$ cat src/rtl/mec_pkg.sv
package mec_pkg;

  localparam int FRAC_BITS   = 28;
  localparam int INDEX_WIDTH = 12;
  localparam int COUNT_WIDTH = 16;

  // Configuration register widths as seen on the port.
  localparam int COORD_W = 32;
  localparam int STEP_W  = 31;
  localparam int LIMIT_W = 16;
  localparam int CFG_IDX_W = 3;

  // Working values carry three integer bits and a sign (about +-8).
  localparam int WORK_W = FRAC_BITS + 4;
  localparam int MUL_W  = (WORK_W > STEP_W) ? WORK_W : STEP_W;
  localparam int PROD_W = 2 * MUL_W;
  localparam int SUM_W  = ((WORK_W > COORD_W) ? WORK_W : COORD_W) + 2;

  localparam logic [CFG_IDX_W-1:0] REG_X_MIN    = CFG_IDX_W'(0);
  localparam logic [CFG_IDX_W-1:0] REG_Y_MAX    = CFG_IDX_W'(1);
  localparam logic [CFG_IDX_W-1:0] REG_STEP_X   = CFG_IDX_W'(2);
  localparam logic [CFG_IDX_W-1:0] REG_STEP_Y   = CFG_IDX_W'(3);
  localparam logic [CFG_IDX_W-1:0] REG_MAX_ITER = CFG_IDX_W'(4);

  typedef logic signed [WORK_W-1:0] work_t;

  localparam work_t MAXV = {1'b0, {(WORK_W-1){1'b1}}};
  localparam work_t MINV = {1'b1, {(WORK_W-1){1'b0}}};

  localparam logic [PROD_W-1:0] MAXV_P = PROD_W'(MAXV);
  localparam logic [PROD_W-1:0] LIM_P  = PROD_W'(1) << (WORK_W - 1);
  localparam logic [WORK_W:0]   FOUR   = (WORK_W + 1)'(4) << FRAC_BITS;

  // One request to the shared multiplier: two magnitudes and the sign of the product.
  typedef struct packed {
    logic [MUL_W-1:0] a;
    logic [MUL_W-1:0] b;
    logic             neg;
  } mul_req_t;

  // Saturate a wide signed sum into the working range.
  function automatic work_t sat_sum(input logic signed [SUM_W-1:0] s);
    work_t r;
    if (s > SUM_W'(MAXV)) begin
      r = MAXV;
    end else if (s < SUM_W'(MINV)) begin
      r = MINV;
    end else begin
      r = s[WORK_W-1:0];
    end
    return r;
  endfunction

  // Magnitude of a working value; the most negative value maps to 2^(WORK_W-1).
  function automatic logic [MUL_W-1:0] mag(input work_t x);
    logic [WORK_W-1:0] t;
    t = x[WORK_W-1] ? WORK_W'(-x) : WORK_W'(x);
    return MUL_W'(t);
  endfunction

  // Drop the fraction bits of a product magnitude (truncation toward zero),
  // apply the sign and saturate.
  function automatic work_t fix_scale(input logic [PROD_W-1:0] p, input logic neg);
    logic [PROD_W-1:0] q;
    work_t             r;
    q = p >> FRAC_BITS;
    if (neg) begin
      if (q >= LIM_P) begin
        r = MINV;
      end else begin
        r = -work_t'(q[WORK_W-1:0]);
      end
    end else begin
      if (q > MAXV_P) begin
        r = MAXV;
      end else begin
        r = work_t'(q[WORK_W-1:0]);
      end
    end
    return r;
  endfunction

  // Saturate an unsigned pixel offset into the positive working range.
  function automatic work_t off_sat(input logic [PROD_W-1:0] p);
    work_t r;
    if (p > MAXV_P) begin
      r = MAXV;
    end else begin
      r = work_t'(p[WORK_W-1:0]);
    end
    return r;
  endfunction

endpackage

$ cat src/rtl/mec_mul_unit.sv
module mec_mul_unit (
  input  logic                         clk_i,
  input  mec_pkg::mul_req_t            req_i,
  output logic [mec_pkg::PROD_W-1:0]   prod_o,
  output logic                         neg_o
);

  logic [mec_pkg::PROD_W-1:0] prod_q;
  logic                       neg_q;

  // Unsigned magnitude product, registered before any use.
  always_ff @(posedge clk_i) begin
    prod_q <= mec_pkg::PROD_W'(req_i.a) * mec_pkg::PROD_W'(req_i.b);
    neg_q  <= req_i.neg;
  end

  assign prod_o = prod_q;
  assign neg_o  = neg_q;

endmodule

$ cat src/rtl/mandelbrot_escape_counter_core.sv
// Escape-time counter for one pixel, built around a single shared multiplier.
// Sequence: the cx and cy products, then per iteration the escape test, the update of
// u and v, and the squares of u and v. The number of iterations done is the final
// count - 1 (inside the set, limit - 1, or none for a limit below two). The next pixel
// is taken once the sequencer is back in idle, so one pixel is worked at a time, and an
// earlier result that is still stalled holds the last step of the next pixel.
// Reset (asynchronous, active low) idles the sequencer, drops the output valid
// and loads the default view: x_min -2.0, y_max 1.0, steps 2^-10, limit 1000.
module mandelbrot_escape_counter_core (
  input  logic                                clk_i,
  input  logic                                rst_ni,
  input  logic                                cfg_we_i,
  input  logic [mec_pkg::CFG_IDX_W-1:0]       cfg_idx_i,
  input  logic [mec_pkg::COORD_W-1:0]         cfg_wdata_i,
  input  logic                                in_valid_i,
  output logic                                in_stall_o,
  input  logic [mec_pkg::INDEX_WIDTH-1:0]     column_i,
  input  logic [mec_pkg::INDEX_WIDTH-1:0]     row_i,
  output logic                                out_valid_o,
  input  logic                                out_stall_i,
  output logic [mec_pkg::COUNT_WIDTH-1:0]     escape_count_o,
  output logic                                inside_set_o
);

  localparam logic [2:0] S_IDLE = 3'd0;
  localparam logic [2:0] S_MULY = 3'd1;
  localparam logic [2:0] S_CY   = 3'd2;
  localparam logic [2:0] S_TEST = 3'd3;
  localparam logic [2:0] S_UPD  = 3'd4;
  localparam logic [2:0] S_MUU  = 3'd5;
  localparam logic [2:0] S_MVV  = 3'd6;
  localparam logic [2:0] S_SQV  = 3'd7;

  logic signed [mec_pkg::COORD_W-1:0] x_min_q, y_max_q;
  logic [mec_pkg::STEP_W-1:0]         step_x_q, step_y_q;
  logic [mec_pkg::LIMIT_W-1:0]        max_iter_q;

  logic [2:0]                         state_q, state_d;
  logic [mec_pkg::INDEX_WIDTH-1:0]    row_q;
  mec_pkg::work_t                     cx_q, cy_q, u_q, v_q, u2_q, v2_q;
  mec_pkg::work_t                     cx_d, cy_d, u_d, v_d, m_d, m2_d, sq_d;
  logic [mec_pkg::COUNT_WIDTH-1:0]    k_q, limit;
  logic [mec_pkg::WORK_W:0]           mag_sum;

  logic                               out_valid_q;
  logic [mec_pkg::COUNT_WIDTH-1:0]    count_q;
  logic                               inside_q;

  logic                               accept, cont, finish;

  mec_pkg::mul_req_t                  mul_req;
  logic [mec_pkg::PROD_W-1:0]         prod;
  logic                               prod_neg;

  // Configuration registers.
  always_ff @(posedge clk_i or negedge rst_ni) begin
    if (!rst_ni) begin
      x_min_q    <= 32'shE0000000;
      y_max_q    <= 32'sh10000000;
      step_x_q   <= 31'd262144;
      step_y_q   <= 31'd262144;
      max_iter_q <= 16'd1000;
    end else if (cfg_we_i) begin
      unique case (cfg_idx_i)
        mec_pkg::REG_X_MIN:    x_min_q    <= cfg_wdata_i;
        mec_pkg::REG_Y_MAX:    y_max_q    <= cfg_wdata_i;
        mec_pkg::REG_STEP_X:   step_x_q   <= cfg_wdata_i[mec_pkg::STEP_W-1:0];
        mec_pkg::REG_STEP_Y:   step_y_q   <= cfg_wdata_i[mec_pkg::STEP_W-1:0];
        mec_pkg::REG_MAX_ITER: max_iter_q <= cfg_wdata_i[mec_pkg::LIMIT_W-1:0];
        default: ;
      endcase
    end
  end

  assign limit   = max_iter_q[mec_pkg::COUNT_WIDTH-1:0];
  assign accept  = in_valid_i && (state_q == S_IDLE);
  assign mag_sum = {1'b0, u2_q} + {1'b0, v2_q};
  assign cont    = (k_q < limit) && (mag_sum < mec_pkg::FOUR);
  assign finish  = (state_q == S_TEST) && !cont && (!out_valid_q || !out_stall_i);

  // Operand selection for the shared multiplier. In the idle state it
  // speculatively forms column * step_x from the port.
  always_comb begin
    mul_req.a   = mec_pkg::MUL_W'(column_i);
    mul_req.b   = mec_pkg::MUL_W'(step_x_q);
    mul_req.neg = 1'b0;
    unique case (state_q)
      S_MULY: begin
        mul_req.a = mec_pkg::MUL_W'(row_q);
        mul_req.b = mec_pkg::MUL_W'(step_y_q);
      end
      S_TEST: begin
        mul_req.a   = mec_pkg::mag(u_q);
        mul_req.b   = mec_pkg::mag(v_q);
        mul_req.neg = u_q[mec_pkg::WORK_W-1] ^ v_q[mec_pkg::WORK_W-1];
      end
      S_MUU: begin
        mul_req.a = mec_pkg::mag(u_q);
        mul_req.b = mec_pkg::mag(u_q);
      end
      S_MVV: begin
        mul_req.a = mec_pkg::mag(v_q);
        mul_req.b = mec_pkg::mag(v_q);
      end
      default: ;
    endcase
  end

  mec_mul_unit u_mul (
    .clk_i  (clk_i),
    .req_i  (mul_req),
    .prod_o (prod),
    .neg_o  (prod_neg)
  );

  // Datapath arithmetic on the registered product.
  always_comb begin
    cx_d = mec_pkg::sat_sum(
             mec_pkg::SUM_W'(mec_pkg::sat_sum(mec_pkg::SUM_W'(x_min_q)))
             + mec_pkg::SUM_W'(mec_pkg::off_sat(prod)));
    cy_d = mec_pkg::sat_sum(
             mec_pkg::SUM_W'(mec_pkg::sat_sum(mec_pkg::SUM_W'(y_max_q)))
             - mec_pkg::SUM_W'(mec_pkg::off_sat(prod)));
    sq_d = mec_pkg::fix_scale(prod, prod_neg);
    m_d  = sq_d;
    m2_d = mec_pkg::sat_sum(mec_pkg::SUM_W'(m_d) + mec_pkg::SUM_W'(m_d));
    v_d  = mec_pkg::sat_sum(mec_pkg::SUM_W'(m2_d) + mec_pkg::SUM_W'(cy_q));
    // The difference of two non-negative squares cannot leave the range.
    u_d  = mec_pkg::sat_sum(mec_pkg::SUM_W'(u2_q) - mec_pkg::SUM_W'(v2_q)
                            + mec_pkg::SUM_W'(cx_q));
  end

  always_comb begin
    state_d = state_q;
    unique case (state_q)
      S_IDLE: if (accept) state_d = S_MULY;
      S_MULY: state_d = S_CY;
      S_CY:   state_d = S_TEST;
      S_TEST: begin
        if (cont) begin
          state_d = S_UPD;
        end else if (finish) begin
          state_d = S_IDLE;
        end
      end
      S_UPD:  state_d = S_MUU;
      S_MUU:  state_d = S_MVV;
      S_MVV:  state_d = S_SQV;
      S_SQV:  state_d = S_TEST;
      default: state_d = S_IDLE;
    endcase
  end

  always_ff @(posedge clk_i or negedge rst_ni) begin
    if (!rst_ni) begin
      state_q     <= S_IDLE;
      out_valid_q <= 1'b0;
    end else begin
      state_q <= state_d;
      if (finish) begin
        out_valid_q <= 1'b1;
      end else if (!out_stall_i) begin
        out_valid_q <= 1'b0;
      end
    end
  end

  always_ff @(posedge clk_i) begin
    if (accept) begin
      row_q <= row_i;
      u_q   <= '0;
      v_q   <= '0;
      u2_q  <= '0;
      v2_q  <= '0;
      k_q   <= mec_pkg::COUNT_WIDTH'(1);
    end
    unique case (state_q)
      S_MULY: cx_q <= cx_d;
      S_CY:   cy_q <= cy_d;
      S_UPD: begin
        u_q <= u_d;
        v_q <= v_d;
      end
      S_MVV:  u2_q <= sq_d;
      S_SQV: begin
        v2_q <= sq_d;
        k_q  <= k_q + mec_pkg::COUNT_WIDTH'(1);
      end
      default: ;
    endcase
    if (finish) begin
      if (k_q >= limit) begin
        count_q  <= '0;
        inside_q <= 1'b1;
      end else begin
        count_q  <= k_q;
        inside_q <= 1'b0;
      end
    end
  end

  assign in_stall_o     = (state_q != S_IDLE);
  assign out_valid_o    = out_valid_q;
  assign escape_count_o = count_q;
  assign inside_set_o   = inside_q;

  // A new result only appears when the escape test has just ended a pixel.
  a_result_from_test: assert property (@(posedge clk_i) disable iff (!rst_ni)
    $rose(out_valid_q) |-> $past(state_q) == S_TEST)
    else $error("result appeared outside the escape test");

  // Points inside the set always report a zero count.
  a_inside_zero: assert property (@(posedge clk_i) disable iff (!rst_ni)
    (out_valid_q && inside_q) |-> (count_q == '0))
    else $error("inside-set result carries a nonzero count");

  // The iteration counter starts at one and never wraps during a pixel.
  a_count_nonzero: assert property (@(posedge clk_i) disable iff (!rst_ni)
    (state_q != S_IDLE && state_q != S_MULY) |-> (k_q != '0))
    else $error("iteration counter wrapped");

  // Squared magnitudes feeding the escape test are never negative.
  a_squares_pos: assert property (@(posedge clk_i) disable iff (!rst_ni)
    (state_q == S_TEST) |-> (!u2_q[mec_pkg::WORK_W-1] && !v2_q[mec_pkg::WORK_W-1]))
    else $error("negative square reached the escape test");

endmodule
$ cat config.mk
export PLATFORM = sky130hd
export DESIGN_NAME = mandelbrot_escape_counter_core
export DESIGN_NICKNAME = d
export VERILOG_FILES = /design/src/rtl/mec_pkg.sv /design/src/rtl/mec_mul_unit.sv /design/src/rtl/mandelbrot_escape_counter_core.sv
export SDC_FILE = /design/constraint.sdc
export NUM_CORES = 2
export LEC_CHECK = 0
export BUFFER_PORTS_ARGS = -buffer_cell sky130_fd_sc_hd__buf_2
export CORE_MARGIN = 4
export CORE_UTILIZATION = 60
export DETAILED_ROUTE_END_ITERATION = 10
export PLACE_DENSITY = 0.87
export REMOVE_ABC_BUFFERS = 1
export SYNTH_ARGS = -nofsm -noshare
export SYNTH_HDL_FRONTEND = slang
export SYNTH_SLANG_ARGS = --single-unit
$ cat constraint.sdc
create_clock -name clk_i -period 14.7 [get_ports clk_i]
set_input_delay 2.94 -clock clk_i [delete_from_list [all_inputs] [get_ports clk_i]]
set_output_delay 2.94 -clock clk_i [all_outputs]
set_load 0.03 [all_outputs]
==> flow_metrics.py <==
metrics = {
    "yosys": {
        "post_synth_edffs": 237,
        "synth-simple-area-share": 0.140,
        "synth_cell_types": 89,
        "synthDominantAreaCellType": "sky130_fd_sc_hd__fa_1",
        "netlist_area_um2": 61900,
        "combinational_family_with_the_most_area_after_synthesis": "adder cells",
        "ys_warn_count": 0,
        "adder_cell_fraction_of_synth_area": 0.393,
        "ys_dominant_reg_cell": "sky130_fd_sc_hd__edfxtp_1",
        "postSynthCellCount": 6908,
        "postSynthRegisterBits": 448,
        "synth_top_area_frac": 0.301,
        "synth_top_area_cells": "sky130_fd_sc_hd__fa_1 30%, sky130_fd_sc_hd__edfxtp_1 12%, sky130_fd_sc_hd__ha_1 9.0%, sky130_fd_sc_hd__inv_1 7.4%, sky130_fd_sc_hd__dfrtp_1 5.4%",
        "synthArstFlopShare": 0.326,
        "synth.avg_cell_area_um2": 8.95,
        "synthXorXnorAreaFrac": 0.0364,
        "synth_compound_area_frac": 0.114,
        "seq_area_frac_synth": 0.195,
        "muxShareOfSynthArea": 0.0233,
    },
    "sta": {
        "timing.setup.tns_ns": 0,
        "worst_clock_skew_ns": 0.0468,
        "max_clock_freq_mhz": 80.6,
        "worst-slew-pin-transition_ns": 1.39,
        "final_hold_viol_count": 0,
        "timing_max_transition_violations_final": 0,
        "fin_crit_period_ns": 12.41,
        "timing.final.crit_share": 0.844,
        "worst_slew_margin_rel": 0.0763,
        "setup_repair_after_global_routing_missed_its_margin": "no",
        "report.final.setup_viol": 0,
    },
    "global_route": {
        "grt_usage": 0.387,
        "grt_start_max_net_pins": 86,
        "number_of_antenna_violations_at_the_first_check_in_global_routing": 16,
        "grt.overflow.total": 0,
        "first_pass_grt_wire_length_mm": 315,
        "grt_pass1_vias": 52900,
    },
    "floorplanning": {
        "core_region_area_um2": 102000,
        "die_width_um": 329,
        "fp.dieArea_um2": 108000,
        "rows": 117,
        "io_pins": 83,
        "floorplan.die.height_um": 329,
        "initial_core_util": 0.606,
    },
    "worst_setup_path": {
        "worst-path-max-fanout": 11,
        "crit_required_ns": 15.27,
        "timing.critical_path.from_type": "flip-flop",
        "cpPeakStageDelay_ns": 0.86,
        "critical_path_class": "reg2reg",
        "cp_max_delay_cell": "sky130_fd_sc_hd__nor2_1",
        "endpoint_kind": "flip-flop",
        "crit_top_cell": "sky130_fd_sc_hd__fa_1",
        "timing.critical_path.arrival_ns": 12.98,
    },
    "placement": {
        "dpl.cell_count": 8106,
        "dpl.hpwl_mm": 162,
        "gp_congestion": 1.05,
        "place.port_buffers": 82,
    },
    "clock_network": {
        "cts_root_buf": "sky130_fd_sc_hd__clkbuf_16",
        "clk_path_buf_depth": 3,
        "cts.htree.levels": 2,
        "clock_sinks": 448,
        "cts_inserted_buffers": 47,
        "tritoncts_clock_tree": "yes",
        "worst_setup_hold_path_clk_slew_ns": 0.07,
        "clock_latency_ns": 0.65,
        "cts.repair_timing.setup_buffer_count": 0,
        "cts_hold_repair.buffers": 0,
        "cts_resized": 0,
    },
    "route": {
        "vias": 51600,
        "routed_wire_length_per_instance_um": 25.2,
        "drtPass1Iterations": 11,
        "avgViaCountPerCell": 6.30,
        "detail_route.iter0.violations": 6208,
        "drc": 5,
        "drt_wl_total_mm": 207,
        "ant_nets": 0,
    },
    "outcome": {
        "run_status": "finished, violations left",
        "violations": "DRC",
    },
    "final_layout": {
        "finalNonFillerCells": 8201,
        "drive_gt1_frac": 0.0779,
        "layout.cells.most_common_list": "1217 x sky130_fd_sc_hd__inv_1, 931 x sky130_fd_sc_hd__fa_1, 757 x sky130_fd_sc_hd__nand2_1",
        "nets": 8227,
        "areaGrowthSynthToFinish_pct": 5.22,
        "layout_commonest_cell": "sky130_fd_sc_hd__inv_1",
        "fill_cells": 8146,
    },
    "worst_hold_path": {
        "min_delay_worst_type": "reg2reg",
    },
    "run": {
        "maxCapViolations": 0,
    },
}
-- worst max-delay path: cells and delay by family, from the launching register on --
family,cells,cell delay (ns)
xor+xnor,2,0.28
simple gates,8,2.90
flops,1,0.44
buf+inv,7,0.63
fa+ha+maj,10,4.81
compound gates,9,3.29
-- registers in the layout (all words and copies together) (netlist names), 3 cells and up --
name,cells
step_y_q,31
step_x_q,31
cy_q,32
limit,16
v_q,32
u_q,32
u2_q,32
row_q,12
k_q,16
escape_count_o,16
u_mul.prod_o,64
y_max_q,32
state_q,3
x_min_q,32
cx_q,32
v2_q,32
-- metrics by stage --
step | setup WS, ns | instance area (um^2) | utilization | hold slack, ns
2_1_floorplan | 2.60 | 60400 | - | 0.472
3_3_place_gp | 2.81 | 63600 | 0.623 | 0.482
6_report | 2.29 | 65100 | 0.638 | 0.506
4_1_cts | 2.68 | 65100 | 0.638 | 0.506
5_1_grt | 1.87 | 65100 | 0.638 | 0.513
3_5_place_dp | 2.75 | 63600 | 0.623 | 0.491
-- per-layer routing --
layer  global-route usage  part of all wire  vias up
met5              0.00843            0.0011        -
met3                0.141              0.14      885
met2                0.572              0.42     3640
met4                0.223             0.076       16
li1                     -                 -    21800
met1                0.490              0.36    25300
-- synthesized netlist by cell type, types with 29 or more instances --
cell type,count
sky130_fd_sc_hd__inv_1,1217
sky130_fd_sc_hd__fa_1,931
sky130_fd_sc_hd__nand2_1,760
sky130_fd_sc_hd__nor2_1,694
sky130_fd_sc_hd__ha_1,445
sky130_fd_sc_hd__clkbuf_1,334
sky130_fd_sc_hd__o21ai_0,319
sky130_fd_sc_hd__a21oi_1,241
sky130_fd_sc_hd__edfxtp_1,237
sky130_fd_sc_hd__a21o_1,144
sky130_fd_sc_hd__xnor2_1,135
sky130_fd_sc_hd__dfrtp_1,134
sky130_fd_sc_hd__mux2_2,126
sky130_fd_sc_hd__xor2_1,122
sky130_fd_sc_hd__nor3_1,77
sky130_fd_sc_hd__dfxtp_1,65
sky130_fd_sc_hd__and2_1,64
sky130_fd_sc_hd__or2_2,64
sky130_fd_sc_hd__nand2b_1,60
sky130_fd_sc_hd__nand3_1,50
sky130_fd_sc_hd__o31ai_1,47
sky130_fd_sc_hd__o22ai_1,46
sky130_fd_sc_hd__o21a_1,45
sky130_fd_sc_hd__nor2b_1,42
sky130_fd_sc_hd__nand4_1,37
sky130_fd_sc_hd__or3_1,36
sky130_fd_sc_hd__a22oi_1,32
sky130_fd_sc_hd__a211oi_1,29
sky130_fd_sc_hd__a31oi_1,29
-- path summary, 6_finish.rpt --
check                             start          endpoint  slack, ns  cells past startpoint
min in group asynchronous        rst_ni       x_min_q[28]       2.39                      1
max                              v_q[1]  u_mul.prod_o[58]       2.29                     36
max in group asynchronous        rst_ni      step_x_q[26]      10.77                      2
min reg2reg                step_x_q[10]      step_x_q[10]       0.51                      1
max reg2reg                      v_q[1]  u_mul.prod_o[58]       2.29                     36
min                        step_x_q[10]      step_x_q[10]       0.51                      1
-- cell type report --
type	count	area [um^2]	area share
antenna	7	17.5	0.000269
multi-input combinational	4870	43900	0.674
tap	1368	1710	0.0263
sequential	448	12100	0.186
clock inverter	29	223	0.00342
inverter	1218	4570	0.0702
timing repair buffer	202	1320	0.0202
clock buffer	59	1260	0.0194
-- logic make-up after synthesis --
group	Yosys count
buffers and inverters	1590
AO/OA/AOI/OAI	1121
multiplexers	128
AND/OR/NAND/NOR	1975
flip-flops	448
other	2
XOR/XNOR	257
adder cells (fa/ha/maj)	1387
Power is left out: the tool's default activity adds up to more than one toggle a clock period on the data nets, which glitch-free logic cannot reach.
